$ cat src/cep_pkg.sv
// Shared types, constants and calendar functions for the calendar to epoch seconds block.
package cep_pkg;

  localparam int unsigned EpochYear  = 70;
  localparam int unsigned DaysPerYear = 365;
  localparam int unsigned SecsPerDay = 86400;
  localparam int unsigned SecsPerMin = 60;
  localparam int unsigned SecsPerHour = 3600;

  localparam int unsigned TodWidth  = 17;
  localparam int unsigned DaysWidth = 18;
  localparam int unsigned SecsWidth = 35;
  localparam int unsigned OutWidth  = 34;
  localparam int unsigned OffWidth  = 18;

  typedef struct packed {
    logic load;
    logic step;
    logic mul;
    logic finish;
  } cmd_t;

  typedef struct packed {
    logic full;
    logic years_done;
  } status_t;

  function automatic logic [8:0] month_start(input logic [3:0] m);
    logic [8:0] d;
    case (m)
      4'd0:    d = 9'd0;
      4'd1:    d = 9'd31;
      4'd2:    d = 9'd59;
      4'd3:    d = 9'd90;
      4'd4:    d = 9'd120;
      4'd5:    d = 9'd151;
      4'd6:    d = 9'd181;
      4'd7:    d = 9'd212;
      4'd8:    d = 9'd243;
      4'd9:    d = 9'd273;
      4'd10:   d = 9'd304;
      default: d = 9'd334;
    endcase
    return d;
  endfunction

  // Gregorian rule on the year 1900 + y; within 1900 to 2155 only 1900 and 2100 fail it.
  function automatic logic is_leap(input logic [7:0] y);
    return (y[1:0] == 2'd0) && (y != 8'd0) && (y != 8'd200);
  endfunction

  function automatic logic [TodWidth-1:0] tod(input logic [5:0] s, input logic [5:0] m,
                                                input logic [4:0] h);
    return TodWidth'(s) + TodWidth'(m) * TodWidth'(SecsPerMin)
         + TodWidth'(h) * TodWidth'(SecsPerHour);
  endfunction

endpackage

$ cat src/calendar_to_epoch_seconds.sv
// Top level of the calendar to epoch seconds converter.
//
//   channel  signals                                         direction
//   in       in_valid, in_stall, second .. force_full        reading into the block
//   out      out_valid, out_stall, epoch_seconds, was_full   result out of the block
//   cfg      cfg_we, cfg_data                                epoch_offset write
//
// A full conversion runs the load, the year loop, the multiply and the finish step; the
// year loop adds one year of days per cycle. An incremental update skips the year loop
// and the multiply. A new reading is taken once the previous one has reached the result
// register, even while that result is still stalled. Reset clears the cache and the offset.
module calendar_to_epoch_seconds (
  input  logic               clk,
  input  logic               rst,
  input  logic               cfg_we,
  input  logic signed [17:0] cfg_data,
  input  logic               in_valid,
  output logic               in_stall,
  input  logic [5:0]         second,
  input  logic [5:0]         minute,
  input  logic [4:0]         hour,
  input  logic [4:0]         day_of_month,
  input  logic [3:0]         month,
  input  logic [7:0]         year_since_1900,
  input  logic               force_full,
  output logic               out_valid,
  input  logic               out_stall,
  output logic signed [33:0] epoch_seconds,
  output logic               was_full
);

  cep_pkg::cmd_t    cmd;
  cep_pkg::status_t status;

  cep_ctrl u_ctrl (
    .clk       (clk),
    .rst       (rst),
    .in_valid  (in_valid),
    .in_stall  (in_stall),
    .out_valid (out_valid),
    .out_stall (out_stall),
    .status    (status),
    .cmd       (cmd)
  );

  cep_dp u_dp (
    .clk             (clk),
    .rst             (rst),
    .cmd             (cmd),
    .status          (status),
    .cfg_we          (cfg_we),
    .cfg_data        (cfg_data),
    .second          (second),
    .minute          (minute),
    .hour            (hour),
    .day_of_month    (day_of_month),
    .month           (month),
    .year_since_1900 (year_since_1900),
    .force_full      (force_full),
    .epoch_seconds   (epoch_seconds),
    .was_full        (was_full)
  );

endmodule

$ cat src/cep_ctrl.sv
// Controller state machine that sequences one conversion at a time.
module cep_ctrl (
  input  logic             clk,
  input  logic             rst,
  input  logic             in_valid,
  output logic             in_stall,
  output logic             out_valid,
  input  logic             out_stall,
  input  cep_pkg::status_t status,
  output cep_pkg::cmd_t    cmd
);

  typedef enum logic [1:0] {
    S_IDLE,
    S_YEARS,
    S_MUL,
    S_FINISH
  } state_t;

  state_t state;
  logic   out_free;

  assign in_stall = rst || (state != S_IDLE);
  assign out_free = !out_valid || !out_stall;

  always_comb begin
    cmd = '0;
    case (state)
      S_IDLE:   cmd.load = in_valid && !rst;
      S_YEARS:  cmd.step = status.full && !status.years_done;
      S_MUL:    cmd.mul = 1'b1;
      S_FINISH: cmd.finish = out_free;
      default:  cmd = '0;
    endcase
  end

  always_ff @(posedge clk) begin
    if (rst) begin
      state     <= S_IDLE;
      out_valid <= 1'b0;
    end else begin
      if (out_valid && !out_stall) begin
        out_valid <= 1'b0;
      end
      case (state)
        S_IDLE: begin
          if (in_valid) begin
            state <= S_YEARS;
          end
        end
        S_YEARS: begin
          if (!status.full) begin
            state <= S_FINISH;
          end else if (status.years_done) begin
            state <= S_MUL;
          end
        end
        S_MUL: begin
          state <= S_FINISH;
        end
        S_FINISH: begin
          if (out_free) begin
            out_valid <= 1'b1;
            state     <= S_IDLE;
          end
        end
        default: begin
          state <= S_IDLE;
        end
      endcase
    end
  end

endmodule

$ cat src/cep_dp.sv
// Datapath holding the reading, the day count, the cached time and the result register.
module cep_dp (
  input  logic                          clk,
  input  logic                          rst,
  input  cep_pkg::cmd_t                 cmd,
  output cep_pkg::status_t              status,
  input  logic                          cfg_we,
  input  logic signed [17:0]            cfg_data,
  input  logic [5:0]                    second,
  input  logic [5:0]                    minute,
  input  logic [4:0]                    hour,
  input  logic [4:0]                    day_of_month,
  input  logic [3:0]                    month,
  input  logic [7:0]                    year_since_1900,
  input  logic                          force_full,
  output logic signed [33:0]            epoch_seconds,
  output logic                          was_full
);

  localparam int unsigned DW = cep_pkg::DaysWidth;
  localparam int unsigned SW = cep_pkg::SecsWidth;
  localparam int unsigned TW = cep_pkg::TodWidth;

  logic signed [cep_pkg::OffWidth-1:0] epoch_offset;
  logic                                cache_valid;
  logic signed [SW-1:0]                cached_seconds;
  logic [5:0]                          cached_second;
  logic [5:0]                          cached_minute;
  logic [4:0]                          cached_hour;
  logic [4:0]                          cached_day;

  logic [4:0]           mday;
  logic [7:0]           year;
  logic [7:0]           ycnt;
  logic                 full;
  logic [TW-1:0]        tod_new;
  logic [TW-1:0]        tod_old;
  logic signed [DW-1:0] days;
  logic signed [SW-1:0] prod;

  logic [3:0]           mon_clamp;
  logic signed [DW-1:0] days_base;
  logic signed [SW-1:0] secs_next;

  assign status.full       = full;
  assign status.years_done = (ycnt >= year);

  always_comb begin
    mon_clamp = (month > 4'd11) ? 4'd11 : month;
    days_base = $signed(DW'(cep_pkg::month_start(mon_clamp)))
              + $signed(DW'((mon_clamp > 4'd1) && cep_pkg::is_leap(year_since_1900)))
              + $signed(DW'(day_of_month)) - DW'(1);
    if (full) begin
      secs_next = prod + $signed(SW'(tod_new)) + SW'(epoch_offset);
    end else begin
      secs_next = cached_seconds + $signed(SW'(tod_new)) - $signed(SW'(tod_old));
    end
  end

  always_ff @(posedge clk) begin
    if (rst) begin
      epoch_offset <= '0;
      cache_valid  <= 1'b0;
    end else begin
      if (cfg_we) begin
        epoch_offset <= cfg_data;
      end
      if (cmd.finish && full) begin
        cache_valid <= 1'b1;
      end
    end
  end

  always_ff @(posedge clk) begin
    if (cmd.load) begin
      mday    <= day_of_month;
      year    <= year_since_1900;
      ycnt    <= 8'(cep_pkg::EpochYear);
      full    <= !cache_valid || force_full || (day_of_month != cached_day);
      tod_new <= cep_pkg::tod(second, minute, hour);
      tod_old <= cep_pkg::tod(cached_second, cached_minute, cached_hour);
      days    <= days_base;
      cached_second <= second;
      cached_minute <= minute;
      cached_hour   <= hour;
    end
    if (cmd.step) begin
      days <= days + $signed(DW'(cep_pkg::DaysPerYear)) + $signed(DW'(cep_pkg::is_leap(ycnt)));
      ycnt <= ycnt + 8'd1;
    end
    if (cmd.mul) begin
      prod <= SW'(days) * $signed(SW'(cep_pkg::SecsPerDay));
    end
    if (cmd.finish) begin
      cached_seconds <= secs_next;
      if (full) begin
        cached_day <= mday;
      end
      epoch_seconds <= secs_next[cep_pkg::OutWidth-1:0];
      was_full      <= full;
    end
  end

endmodule
$ cat config.mk
export PLATFORM = sky130hd
export DESIGN_NAME = calendar_to_epoch_seconds
export DESIGN_NICKNAME = d
export VERILOG_FILES = /design/src/cep_pkg.sv /design/src/calendar_to_epoch_seconds.sv /design/src/cep_ctrl.sv /design/src/cep_dp.sv
export SDC_FILE = /design/constraint.sdc
export NUM_CORES = 1
export LEC_CHECK = 0
export ABC_AREA = 1
export BUFFER_PORTS_ARGS = -buffer_cell sky130_fd_sc_hd__buf_2
export CELL_PAD_IN_SITES_DETAIL_PLACEMENT = 1
export CELL_PAD_IN_SITES_GLOBAL_PLACEMENT = 1
export CORE_MARGIN = 1
export CORE_UTILIZATION = 43
export CTS_CLUSTER_SIZE = 30
export DETAILED_ROUTE_END_ITERATION = 10
export PLACE_DENSITY = 0.74
export RECOVER_POWER = 100
export SYNTH_ARGS = -nofsm -noshare
export SYNTH_HDL_FRONTEND = slang
export SYNTH_SLANG_ARGS = --single-unit
$ cat constraint.sdc
create_clock -name clk -period 5.1 [get_ports clk]
set_input_delay 1.02 -clock clk [delete_from_list [all_inputs] [get_ports clk]]
set_output_delay 1.02 -clock clk [all_outputs]
set_load 0.05 [all_outputs]
**Word-level counts from Yosys, hierarchy flattened**

Memory sizes are Yosys's and may differ from the RTL's.
Index checks and enable logic that the tools add are counted.

- $add $sub $neg: 14
- Multipliers: 5
- Div/mod/pow operators: 0
- Magnitude comparators: 3
- Equality and inequality tests: 9
- Shifts and indexed selects: 0
- Muxes and demuxes: 18
- Bitwise gates (word level): 0
- Reduce and logical (&&, ||, !) cells: 27

Operators by type and width:

| cell | count |
|---|---|
| adder 35 x 18 -> 35 bit | 3 |
| 2-to-1 mux 18 bit | 2 |
| 2-to-1 mux 35 bit | 1 |
| subtractor 35 x 18 -> 35 bit | 1 |
| adder 17 bit | 2 |
| multiplier 18 x 11 -> 28 bit (second input constant) | 1 |
| adder 6 x 12 -> 13 bit | 2 |
| multiplier 5 x 8 -> 13 bit (second input constant) | 2 |
| multiplier 6 x 4 -> 10 bit (second input constant) | 2 |
| adder 18 x 10 -> 18 bit (second input constant) | 1 |
| adder 18 x 2 -> 18 bit | 1 |
| adder 18 x 6 -> 18 bit | 1 |
| subtractor 18 x 2 -> 18 bit (second input constant) | 1 |
| 2-to-1 mux 8 bit | 2 |
| != test 8 bit (second input constant) | 2 |
| nonzero test 8 bit | 2 |
| adder 9 x 1 -> 10 bit | 1 |
| logical AND 1 bit | 9 |
| adder 8 x 1 -> 8 bit (second input constant) | 1 |
| >= comparator 8 bit | 1 |
| 2-to-1 mux 2 bit | 4 |
| case mux 2 bit (4 select lines) | 1 |
| 2-to-1 mux 1 bit | 7 |
| zero test 2 bit | 3 |
| other kinds (14) | 23 |

- Register bits after elaboration: 216
- Bits in latches: 0
- Bits in writable memories: 0
- ROM bits: 144
- Input port bits: 58
- Output and inout bits: 37
- Logic and storage cells: 96
- Memories kept: 1

Memories:

| name | depth | width | rd ports | clocked after memory_dff | write ports | RTL line | source |
|---|---|---|---|---|---|---|---|
| (no name shown) | 16 | 9 | 1 | 0 | 0 | cep_pkg.sv:30 | `case (m)` |

**Longest topological paths before layout**

Gate-level depths: netlist (run 1).

- Depth after elaboration: 9
- Mapped depth: 25
- Mapped depth without buffers: 25

**Cells and area by module**

A second synthesis (run 1) with hierarchy kept.

- Cell total of the unflattened synthesis: 2605
- Area, all modules: 20181.9 µm²

By module, submodules not included:

| module | times used | cells an instance | area an instance (µm²) | seq. area each (µm²) |
|---|---|---|---|---|
| cep_dp | 1 | 2571 | 19942.9 | 5064.9 |
| cep_ctrl | 1 | 34 | 239.0 | 60.1 |

**Worst setup path after synthesis (run 1)**

Ideal clock, no wire load.

- Path kind: in2reg
- Start: input port minute[0]
- End: register u_dp.tod_new[16] (data pin)
- Library setup time: 252 ps
- Data arrival time: 4604 ps
- Data required time: 4848 ps
- Slack: 244 ps
- Stages: 25
- Buffers on the path: 0
- Cell sequence: fa_1 -> fa_1 -> inv_1 -> fa_1 -> inv_1 -> ha_1 -> inv_1 -> a21oi_1 -> o21ai_0 -> nor2_1 -> nand2_1 -> nor2_1 -> nand2_1 -> nand2_1 -> nand2_1 -> ha_1 -> nand2_1 -> inv_1 -> nand3_1 -> o211ai_1 -> nand2_1 -> nand2_1 -> nand2_1 -> nand2_1 -> nand2_1

- Cells in the longest elaborated chain, start to end: 3

RTL lines:

| what | RTL line | source |
|---|---|---|
| from (decl) | calendar_to_epoch_seconds.sv:20 | `input logic [5:0] minute,` |
| multiplier 6 x 4 -> 10 bit | cep_pkg.sv:54 | `return TodWidth'(s) + TodWidth'(m) * TodWidth'(SecsPerMin)` |
| adder 6 x 12 -> 13 bit | cep_pkg.sv:54 |  |
| adder 17 bit | cep_pkg.sv:55 | `+ TodWidth'(h) * TodWidth'(SecsPerHour);` |
| to (signal assigned) | cep_dp.sv:80 | `tod_new <= cep_pkg::tod(second, minute, hour);` |
| to (decl) | cep_dp.sv:36 | `logic [TW-1:0] tod_new;` |

Every way passes these cells.
A chain may end at the register's enable or synchronous reset.

**Worst setup path in the final report (run 1)**

- Start: input port minute[0]
- End: register u_dp.tod_new[14] (data pin)

Same word-level chain as after synthesis.

==> results.cfg, run 1 <==
[place]
gp_congestion = 0.919
dpl-instance-area_um2 = 21800
portBuffers = 94
dp_hpwl_um = 48900
dpl.cell_count = 3372

[die]
io_pins = 95
die_h_um = 220
die_x_um = 220
initial_utilization = 0.437
rows = 79
die_area_um2 = 48300
core-area_um2 = 46700

[logic_synthesis]
async_reset_ff_frac = 0
synth.area.top_cells = edfxtp_1, ha_1, nand2_1, inv_1, fa_1
ys_seq_elements = 178
synth_cells = 2654
ys_warn_count = 0
seq_area_frac_synth = 0.251
synth.avg_cell_area_um2 = 7.69
yosys.area.top_type = edfxtp_1
synth_top_area_frac = 0.230
netlist_area_um2 = 20400
synth_edf_count = 156
synth.distinct_cells = 50
synth_ff_type = edfxtp_1

[route]
vias = 17300
final_antenna_net_count = 0
routed_wirelength_um = 57100
drt_iter0_markers = 695
dr.pass1.iters = 7
vias_per_cell = 5.09
wl_per_cell_um = 16.8
drc = 13

[global_route]
gr-total-overflow = 0
track_usage = 0.244
antenna_found_initial = 0
grt_first_pass_wirelength_um = 91800
first_global_vias = 18400
grt_max_degree = 41

[critical_path]
critical_path_class = in2reg
r2r_cells = 22
cp-end-kind = flip-flop
reg2reg_slack_ps = 350
cp-endpoint = u_dp.tod_new[14]
startpoint_type = primary input
required_ps = 5340
r2r-end = u_dp.tod_old[14]
worst-endpoint-arrival_ps = 5000
critPathLaunch = minute[0]
timing.rr.start = u_dp.cached_minute[2]
cp_max_fo = 4

[clocking]
root_buffer = clkbuf_16
cts.sinks = 178
htreeDepth = 4
tritoncts = built
cts_buffer_depth = 2
hold_buffers = 0
cts_made_buffers = 17
clk_latency_ps = 490
clkTransAtPathRegs_ps = 80

[finish]
final_util = 0.480
layout.nets = 3260
stdcell_count = 3407
n_antenna_cell = 0
drive_above_1_share = 0.0632
final_common_cell = nand2_1
final_cell_mix = nand2_1, inv_1, ha_1
design_area_um2 = 22400
area_growth_pct = 9.85

[timing]
hold_violations = 0
rsz0062_at_grt = true
finClkSkew_ps = 18.4
slew_viol_final = 0
fin_crit_sh = 0.934
max_freq_mhz = 210
setup_violations = 0
maxSlewHeadroom = 0.456
fin_crit_ps = 4760
worst_pin_slew_ps = 815

[hold_path]
min_path_type = reg2reg

[run]
drv_cap = 0

[status]
outcome = finished, violations left
violations = design-rule violations
==> cells by family after synthesis <==
group | Yosys count | share of synthesized area
AND/OR/NAND/NOR | 1009 | 0.205
buffers and inverters | 590 | 0.109
adder cells (fa/ha/maj) | 415 | 0.292
AO/OA/AOI/OAI | 348 | 0.0936
flip-flops | 178 | 0.251
XOR/XNOR | 113 | 0.0485
other | 1 | 0.000184
==> worst max-delay path, stage by stage <==
cell and delay (ps):
buf_2 120, fa_1 530, fa_1 530, inv_1 60, fa_1 500, inv_1 40
ha_1 260, inv_1 60, nor2_1 100, nor2_1 60, nand3b_1 190, nor2_1 160
nand3_1 120, nand2_1 90, inv_1 40, ha_1 300, nand2_1 60, inv_1 70
nand3_1 70, o211ai_1 240, nand2_1 80, nand2_1 120, nand2_1 70, nand2_1 70
nand2_1 50
==> final cells by class <==
type,count,area [µm²]
fillers,5929,24200
clock inverters,14,166
well taps,607,759
inverters,574,2160
multi-input cells,1887,13100
flip-flops and latches,178,5120
clock buffers,18,429
repair buffers,129,701
==> Yosys cell counts (all sizes together) (23+ instances only) <==
library cell and instances:
edfxtp 156, nor3 23, nand4 33, o21ai 133
nand2 592, ha 312, fa 103, a21oi 158
xnor2 39, inv 572, xor2 74, nor2 204
nand3 129
==> worst min path at each step <==
| stage | startpoint | end | slack [ps] | depth (start not counted) |
|---|---|---|---|---|
| detailed placement | u_dp.mday[1] | u_dp.cached_day[1] | 420 | 0 |
| global placement | u_dp.mday[0] | u_dp.cached_day[0] | 400 | 0 |
| floorplan | u_dp.mday[0] | u_dp.cached_day[0] | 400 | 0 |
| finish | u_dp.mday[1] | u_dp.cached_day[1] | 430 | 0 |
| global route | u_dp.mday[0] | u_dp.cached_day[0] | 440 | 0 |
| CTS | u_dp.mday[1] | u_dp.cached_day[1] | 440 | 0 |
==> repair_timing <==
item | 4_1_cts | 5_1_grt
setup endpoints to repair | 0 | 4
buffers inserted | 0 | 3
resized for setup | 0 | 3
==> metrics by stage <==
stage               setup slack, ps  hold WS (ps)  setup TNS [ps]
finish                          338           433               0
floorplan                       244           400               0
CTS                             180           435               0
global placement              -46.4           402           -90.5
detailed placement             -194           416            -681
global route                  -18.8           440           -38.0
==> layer usage <==
metal | routed length (µm) | up-vias | global-route usage
met5 | 0 | - | 0
met4 | 1130 | 0 | 0.0713
met3 | 1070 | 53 | 0.0255
met2 | 28600 | 152 | 0.436
met1 | 26300 | 8390 | 0.307
li1 | - | 8748 | -
==> registers in the layout, indices dropped and copies added (netlist names), 6 cells and up <==
register             count
u_dp.prod               27
u_dp.cached_minute       6
u_dp.cached_seconds     34
u_dp.year                8
u_dp.tod_new            17
u_dp.ycnt                8
u_dp.epoch_offset       18
u_dp.days               18
u_dp.tod_old            17
Power of run 1 is not shown: default switching activity piles up to over one toggle a cycle in this logic, so the estimate is an artifact.
==> run 2, diff against run 1 <==
==> constraint.sdc (replaced) <==
create_clock -name clk -period 5.1 [get_ports clk]
set_input_delay 0.765 -clock clk [delete_from_list [all_inputs] [get_ports clk]]
set_output_delay 0.765 -clock clk [all_outputs]
set_load 0.05 [all_outputs]
==> run 2 against run 1 <==
Against the previous run: the run ends with design-rule violations, max-capacitance violations, max-slew violations left; global-route usage hardly changed; utilization is 0.68 points lower; largest cell class unchanged; highest routed layer is now met5; sequential share of layout area up 0.33 points; worst hold slack got worse by 5.6 ps.
==> results.cfg, run 2 (same netlist as run 1, synthesis figures left out) <==
[status]
outcome = finished, violations left
violations = design-rule violations, max-capacitance violations, max-slew violations

[critical_path]
path_cells = fa_1 > fa_1 > inv_1 > fa_1 > inv_1 > ha_1 > inv_1 > o21ai_0 > a31oi_1 > nand3b_1 > nor2_1 > nand3_1 > nand2_1 > inv_1 > ha_1 > nand4_1 > o21ai_0 > nand2_1 > nand2_1 > nand2_1 > xor2_1
critical_path_class = reg2reg
cp-end-kind = flip-flop
startpoint_type = flip-flop
cp_max_fo = 5
worst-endpoint-arrival_ps = 5030
cpPeakStageDelay_ps = 560
crit_slowest_cell = fa_1
required_ps = 5340

[clocking]
hold_buffers = 0
cts_buffer_depth = 2
tritoncts = built
cts_made_buffers = 17
cts.sinks = 178
clkTransAtPathRegs_ps = 80
htreeDepth = 4
root_buffer = clkbuf_16
clk_latency_ps = 490

[timing]
rsz0062_at_grt = false
hold_violations = 0
fin_crit_ps = 4790
fin_crit_sh = 0.939
setup-tns-final_ps = 0
setup_violations = 0
max_freq_mhz = 209
maxSlewHeadroom = -0.625
slew_viol_final = 122
finClkSkew_ps = 14.7
worst_pin_slew_ps = 2430

[route]
vias = 17300
routed_wirelength_um = 57400
final_antenna_net_count = 0
wl_per_cell_um = 17.0
drt_iter0_markers = 662
drc = 12
dr.pass1.iters = 8
vias_per_cell = 5.12

[place]
dp_hpwl_um = 49300
gp_congestion = 0.904
portBuffers = 94

[finish]
final_common_cell = nand2_1
largestRegisters = u_dp.cached_seconds (34), u_dp.prod (27)
drive_above_1_share = 0.0346
multi_input_area_um2 = 13000
largest_register_ffs = 34
final_cell_mix = nand2_1, inv_1, ha_1
layout.nets = 3238
seqCellArea_um2 = 5120
regMostFlops = u_dp.cached_seconds
area_growth_pct = 8.30
fillers = 5911
n_antenna_cell = 0

[die]
die_h_um = 220
die_x_um = 220
rows = 79
core-area_um2 = 46700
die_area_um2 = 48300
initial_utilization = 0.437
io_pins = 95

[global_route]
gr-total-overflow = 0
grt_first_pass_wirelength_um = 91400
first_global_vias = 18100
track_usage = 0.244
grt_max_degree = 41
antenna_found_initial = 1

[hold_path]
min_path_type = reg2reg

[run]
drv_cap = 4
[run 2: cell count changes in the layout (fill, tap and decap cells not counted), sizes merged]
cell | previous run | this run
clkinvlp | 2 | 1
clkbuf | 42 | 91
buf | 105 | 34
bufinv | 1 | 0
clkinv | 7 | 8
inv | 578 | 579
[run 2: worst paths after layout]
kind | start | end | slack [ps] | depth (start not counted)
min | u_dp.mday[4] | u_dp.cached_day[4] | 430 | 0
min reg2reg | u_dp.mday[4] | u_dp.cached_day[4] | 430 | 0
max | u_dp.cached_minute[0] | u_dp.tod_old[14] | 310 | 21
max reg2reg | u_dp.cached_minute[0] | u_dp.tod_old[14] | 310 | 21
[run 2: per-layer routing]
| layer | vias to the layer above | track usage | part of all wire |
|---|---|---|---|
| li1 | 8720 | - | - |
| met1 | 8351 | 0.297 | 0.45 |
| met2 | 188 | 0.441 | 0.51 |
| met3 | 72 | 0.0334 | 0.021 |
| met4 | 2 | 0.0754 | 0.023 |
| met5 | - | 0 | 0.00023 |
[run 2: worst max-delay path, delay by kind of cell (launching register included)]
kind	cells	cell delay [ps]
compound gates	3	540
xor+xnor	1	180
buf+inv	4	220
flops	1	420
simple gates	8	930
fa+ha+maj	5	2260
[run 2: final cells by class]
| class | instances | area share |
|---|---|---|
| Multi-Input combinational cell | 1887 | 0.590 |
| Clock inverter | 14 | 0.00651 |
| Inverter | 574 | 0.0976 |
| Sequential cell | 178 | 0.232 |
| Timing Repair Buffer | 107 | 0.0206 |
| Clock buffer | 18 | 0.0194 |
| Tap cell | 607 | 0.0344 |
[run 2: what timing repair did]
action / in CTS / in global routing
gates resized for setup: 0 / 1
buffers inserted: 0 / 2
setup endpoints to repair: 0 / 3
[run 2: through the flow]
step / worst slack [ps] / std cells / cell area, µm² / hold WS [ps] / util
floorplan: 499 / 2655 / 20400 / 400 / -
global placement: 89.8 / 3351 / 21700 / 401 / 0.464
detailed placement: -84.1 / 3351 / 21700 / 412 / 0.464
CTS: 217 / 3383 / 22200 / 412 / 0.477
global route: 20.9 / 3385 / 22100 / 427 / 0.474
finish: 309 / 3385 / 22100 / 427 / 0.474
Power of run 2 is left out for the same reason.
